===== src/rtl/bfst_pkg.sv =====
package bfst_pkg;

    typedef struct packed {
        logic [63:0] sh;
        logic [63:0] sl;
        logic [63:0] dh;
        logic [63:0] dl;
        logic [15:0] sp;
        logic [15:0] dp;
        logic [31:0] last;
    } bfst_tag_t;

    typedef enum logic [2:0] {
        ALU_PASSA = 3'd0,
        ALU_PASSB = 3'd1,
        ALU_ADD   = 3'd2,
        ALU_SUB   = 3'd3,
        ALU_MIN   = 3'd4,
        ALU_MAX   = 3'd5,
        ALU_INC16 = 3'd6
    } bfst_alu_op_t;

    localparam logic [1:0] STS_MATCH   = 2'd0;
    localparam logic [1:0] STS_CREATED = 2'd1;
    localparam logic [1:0] STS_FULL    = 2'd2;
    localparam logic [1:0] STS_READ    = 2'd3;

    localparam logic CFG_TIMEOUT = 1'b0;
    localparam logic CFG_IDLEGAP = 1'b1;

    localparam logic [4:0] W_START    = 5'd0;
    localparam logic [4:0] W_LAST     = 5'd1;
    localparam logic [4:0] W_LAST_F   = 5'd2;
    localparam logic [4:0] W_LAST_B   = 5'd3;
    localparam logic [4:0] W_PKT_F    = 5'd4;
    localparam logic [4:0] W_PKT_B    = 5'd5;
    localparam logic [4:0] W_PKT_T    = 5'd6;
    localparam logic [4:0] W_BYTE_F   = 5'd7;
    localparam logic [4:0] W_BYTE_B   = 5'd8;
    localparam logic [4:0] W_BYTE_T   = 5'd9;
    localparam logic [4:0] W_LMIN_F   = 5'd10;
    localparam logic [4:0] W_LMAX_F   = 5'd11;
    localparam logic [4:0] W_LSUM_F   = 5'd12;
    localparam logic [4:0] W_LMIN_B   = 5'd13;
    localparam logic [4:0] W_LMAX_B   = 5'd14;
    localparam logic [4:0] W_LSUM_B   = 5'd15;
    localparam logic [4:0] W_ISUM_F   = 5'd16;
    localparam logic [4:0] W_IMIN_F   = 5'd17;
    localparam logic [4:0] W_IMAX_F   = 5'd18;
    localparam logic [4:0] W_ISUM_B   = 5'd19;
    localparam logic [4:0] W_IMIN_B   = 5'd20;
    localparam logic [4:0] W_IMAX_B   = 5'd21;
    localparam logic [4:0] W_SYN      = 5'd22;
    localparam logic [4:0] W_FIN      = 5'd23;
    localparam logic [4:0] W_RST      = 5'd24;
    localparam logic [4:0] W_PSH      = 5'd25;
    localparam logic [4:0] W_ACK      = 5'd26;
    localparam logic [4:0] W_URG      = 5'd27;
    localparam logic [4:0] W_ACTIVE   = 5'd28;
    localparam logic [4:0] W_IDLE     = 5'd29;
    localparam logic [4:0] W_LAST_ACT = 5'd30;
    localparam logic [4:0] W_LABEL    = 5'd31;

    localparam int STAT_WORDS = 32;

endpackage


===== src/rtl/bfst_alu.sv =====
module bfst_alu
    import bfst_pkg::*;
(
    input  bfst_alu_op_t op,
    input  logic [31:0]  a,
    input  logic [31:0]  b,
    output logic [31:0]  res
);

    logic        a_lt_b;
    logic [31:0] sum;

    assign a_lt_b = a < b;
    assign sum    = a + ((op == ALU_SUB) ? (~b + 32'd1) : b);

    always_comb
    begin
        case (op)
            ALU_PASSA: res = a;
            ALU_PASSB: res = b;
            ALU_ADD:   res = sum;
            ALU_SUB:   res = sum;
            ALU_MIN:   res = a_lt_b ? a : b;
            ALU_MAX:   res = a_lt_b ? b : a;
            ALU_INC16: res = {16'd0, a[15:0] + 16'd1};
            default:   res = a;
        endcase
    end

endmodule


===== config.mk =====
export PLATFORM = sky130hd
export DESIGN_NAME = bfst_alu
export DESIGN_NICKNAME = d
export VERILOG_FILES = /design/src/rtl/bfst_pkg.sv /design/src/rtl/bfst_alu.sv
export SDC_FILE = /design/constraint.sdc
export NUM_CORES = 1
export LEC_CHECK = 0
export BUFFER_PORTS_ARGS = -buffer_cell sky130_fd_sc_hd__buf_2
export CORE_MARGIN = 1
export CORE_UTILIZATION = 32
export DETAILED_ROUTE_END_ITERATION = 10
export GPL_TIMING_DRIVEN = 0
export PLACE_DENSITY_LB_ADDON = 0.15
export SLEW_MARGIN = 0
export SYNTH_ARGS = -nofsm -noshare
export SYNTH_HDL_FRONTEND = slang
export SYNTH_SLANG_ARGS = --single-unit

===== constraint.sdc =====
create_clock -name vclk -period 4.9
set_input_delay 0 -clock vclk [all_inputs]
set_output_delay 0 -clock vclk [all_outputs]
set_load 0.01 [all_outputs]

==> results.json <==
{
  "outcome": "finished, final reports clean",
  "num_rows": 41,
  "fin_crit_ns": 4.53,
  "seqCellArea_um2": 0,
  "core_area_mm2": 0.0127,
  "ctsHoldBuffers": 0,
  "max_clock_freq_mhz": 221,
  "setup-violations-final": 0,
  "grt_pass1_wl_um": 25000,
  "yosys_warnings": 0,
  "p_per_area_mw_per_mm2": 140,
  "drt_iter0_markers": 435,
  "syn_area_mm2": 0.00422,
  "grt-ovfl-total": 0,
  "finalNonFillerCells": 893,
  "cts_resized": 0,
  "hold_violations": 0,
  "irDropWorstVdd_uv": 48.1,
  "finalCritPeriodShare": 0.924,
  "seq_cells": 0,
  "ys_seq_area_frac": 0,
  "post-dp-hpwl_um": 13000,
  "maxSlewViolCount": 0,
  "dp.cells": 893,
  "io_buffers": 99,
  "critPathArrivalTime_ns": 4.53,
  "num_vias": 5167,
  "gp_congestion": 0.873,
  "synth.area.top_cells": "ha_1 (21%), xnor2_1 (11%), a21oi_1 (7.5%)",
  "antenna_found_initial": 0,
  "grt_usage": 0.236,
  "die_x_um": 117,
  "drive_gt1_frac": 0.160,
  "grt_pass1_vias": 4705,
  "crit_path_end_kind": "output pin",
  "max-slew-margin-rel": 0.458,
  "grt_max_degree": 11,
  "synth_top_area_frac": 0.211,
  "fillers": 1441,
  "drt-vias-per-instance": 5.79,
  "finalPower_mw": 0.691,
  "timing.max_cap.violations": 0,
  "wirelength_um": 16200,
  "tightest_slew_ns": 0.812,
  "post_cts_buffers": 0,
  "fp.dieArea_mm2": 0.0136,
  "tns_ns": 0,
  "start_util": 0.331,
  "syn-num-nets": 761,
  "wl_per_cell_um": 18.1,
  "area_growth_pct": 16.9,
  "hp-class": "primary input to output pin",
  "die_h_um": 117,
  "syn_inst": 622,
  "required_ns": 4.90,
  "nets": 862,
  "critPathLaunchType": "primary input",
  "crit_type": "primary input to output pin",
  "finalInstanceArea_mm2": 0.00493,
  "route.detailed.drc": 0,
  "crit_fanout": 10,
  "dr.pass1.iters": 5,
  "postPlaceCellArea_mm2": 0.00493,
  "ys_types": 67,
  "n_clock_buffer": 0,
  "leakagePower_nw": 2.30,
  "ios": 99,
  "rsz0062_at_grt": "no",
  "syn_area_per_cell_um2": 6.78,
  "antenna_left": 0,
  "synth_largest_area_cell": "ha_1",
  "n_antenna_cell": 0
}
metal layers:
metal	global-route usage	up-vias	routed length (um)
met5	0	-	0
met4	0.0397	0	291
met3	0.0103	18	1140
met2	0.373	216	7010
met1	0.355	2396	7720
li1	-	2537	-
worst max-delay path, stage by stage:
cell and delay (ns):
buf_2 0.09, clkbuf_1 0.33, nor2b_1 0.31, and2_1 0.21, clkbuf_1 0.53, nor2_1 0.08, a21o_1 0.19, inv_1 0.07
fa_1 0.22, nor2b_1 0.05, o21ai_0 0.21, a21oi_1 0.20, o311ai_0 0.63, nand2_1 0.24, a21oi_1 0.40, o31ai_1 0.18
xnor2_1 0.15, o21ai_0 0.25, buf_2 0.19
power by group:
part	internal, mW	total, mW	switching (mW)
clock network	0	0	0
logic	0.281	0.691	0.410
registers	0	0	0
total	0.281	0.691	0.410
Yosys cell counts (all sizes together) (7+ instances only):
cell    number
ha          71
nand4       16
xnor2       53
inv         44
a21o        18
o21ai       60
nor2b        9
a22oi       21
clkbuf      14
nor3         7
a31oi        9
nand2       50
and3        16
xor2        13
nand3       18
a21oi       64
nor2        43
per-stage QoR:
stage / hold WS, ns / utilization / setup slack [ns]
floorplan: 0.111 / - / 1.74
global placement: 0.330 / 0.387 / 0.450
detailed placement: 0.334 / 0.387 / 0.445
CTS: 0.334 / 0.387 / 0.418
global route: 0.357 / 0.387 / 0.0196
finish: 0.336 / 0.387 / 0.371
layout by cell type, fill, tap and decap left out, types with 3 or more instances in the layout:
cell type,instances
a221o_1,5
nor3_1,6
nand4_1,16
o311ai_1,4
nor2_1,42
nand2b_1,4
a31oi_1,9
inv_1,44
xor2_1,12
buf_2,102
o211ai_1,4
o21ai_1,3
ha_1,71
nand3_1,18
clkbuf_1,14
o2bb2a_1,4
a211oi_1,3
o22ai_1,3
o31ai_1,5
o21ai_0,56
o21a_1,5
mux2i_1,3
a21oi_1,63
and4_1,3
xnor2_1,53
and3_1,16
nor4_1,4
and2_1,5
a22oi_1,21
nand2_1,50
a21o_1,18
nor2b_1,9
final timing paths:
path | from | end | slack (ns) | cells past startpoint
hold / removal | b[15] | res[15] | 0.34 | 3
setup / recovery | op[1] | res[30] | 0.37 | 19
cells by family (layout without fill, tap and decap cells):
| logic type | after synthesis | in the layout | synth area share |
|---|---|---|---|
| adder cells (fa/ha/maj) | 72 | 72 | 0.215 |
| buffers and inverters | 63 | 162 | 0.0588 |
| AND/OR/NAND/NOR | 186 | 186 | 0.220 |
| multiplexers | 4 | 4 | 0.0104 |
| XOR/XNOR | 66 | 66 | 0.139 |
| AO/OA/AOI/OAI | 231 | 231 | 0.357 |
final cells by class:
class,instances,area (um2),area share
multi-input cells,559,3970,0.805
repair buffers,99,495,0.101
well taps,172,215,0.0437
inverters,44,165,0.0335
plain buffers,19,82.6,0.0168
Note: power is estimated with default switching activity, not from simulation.
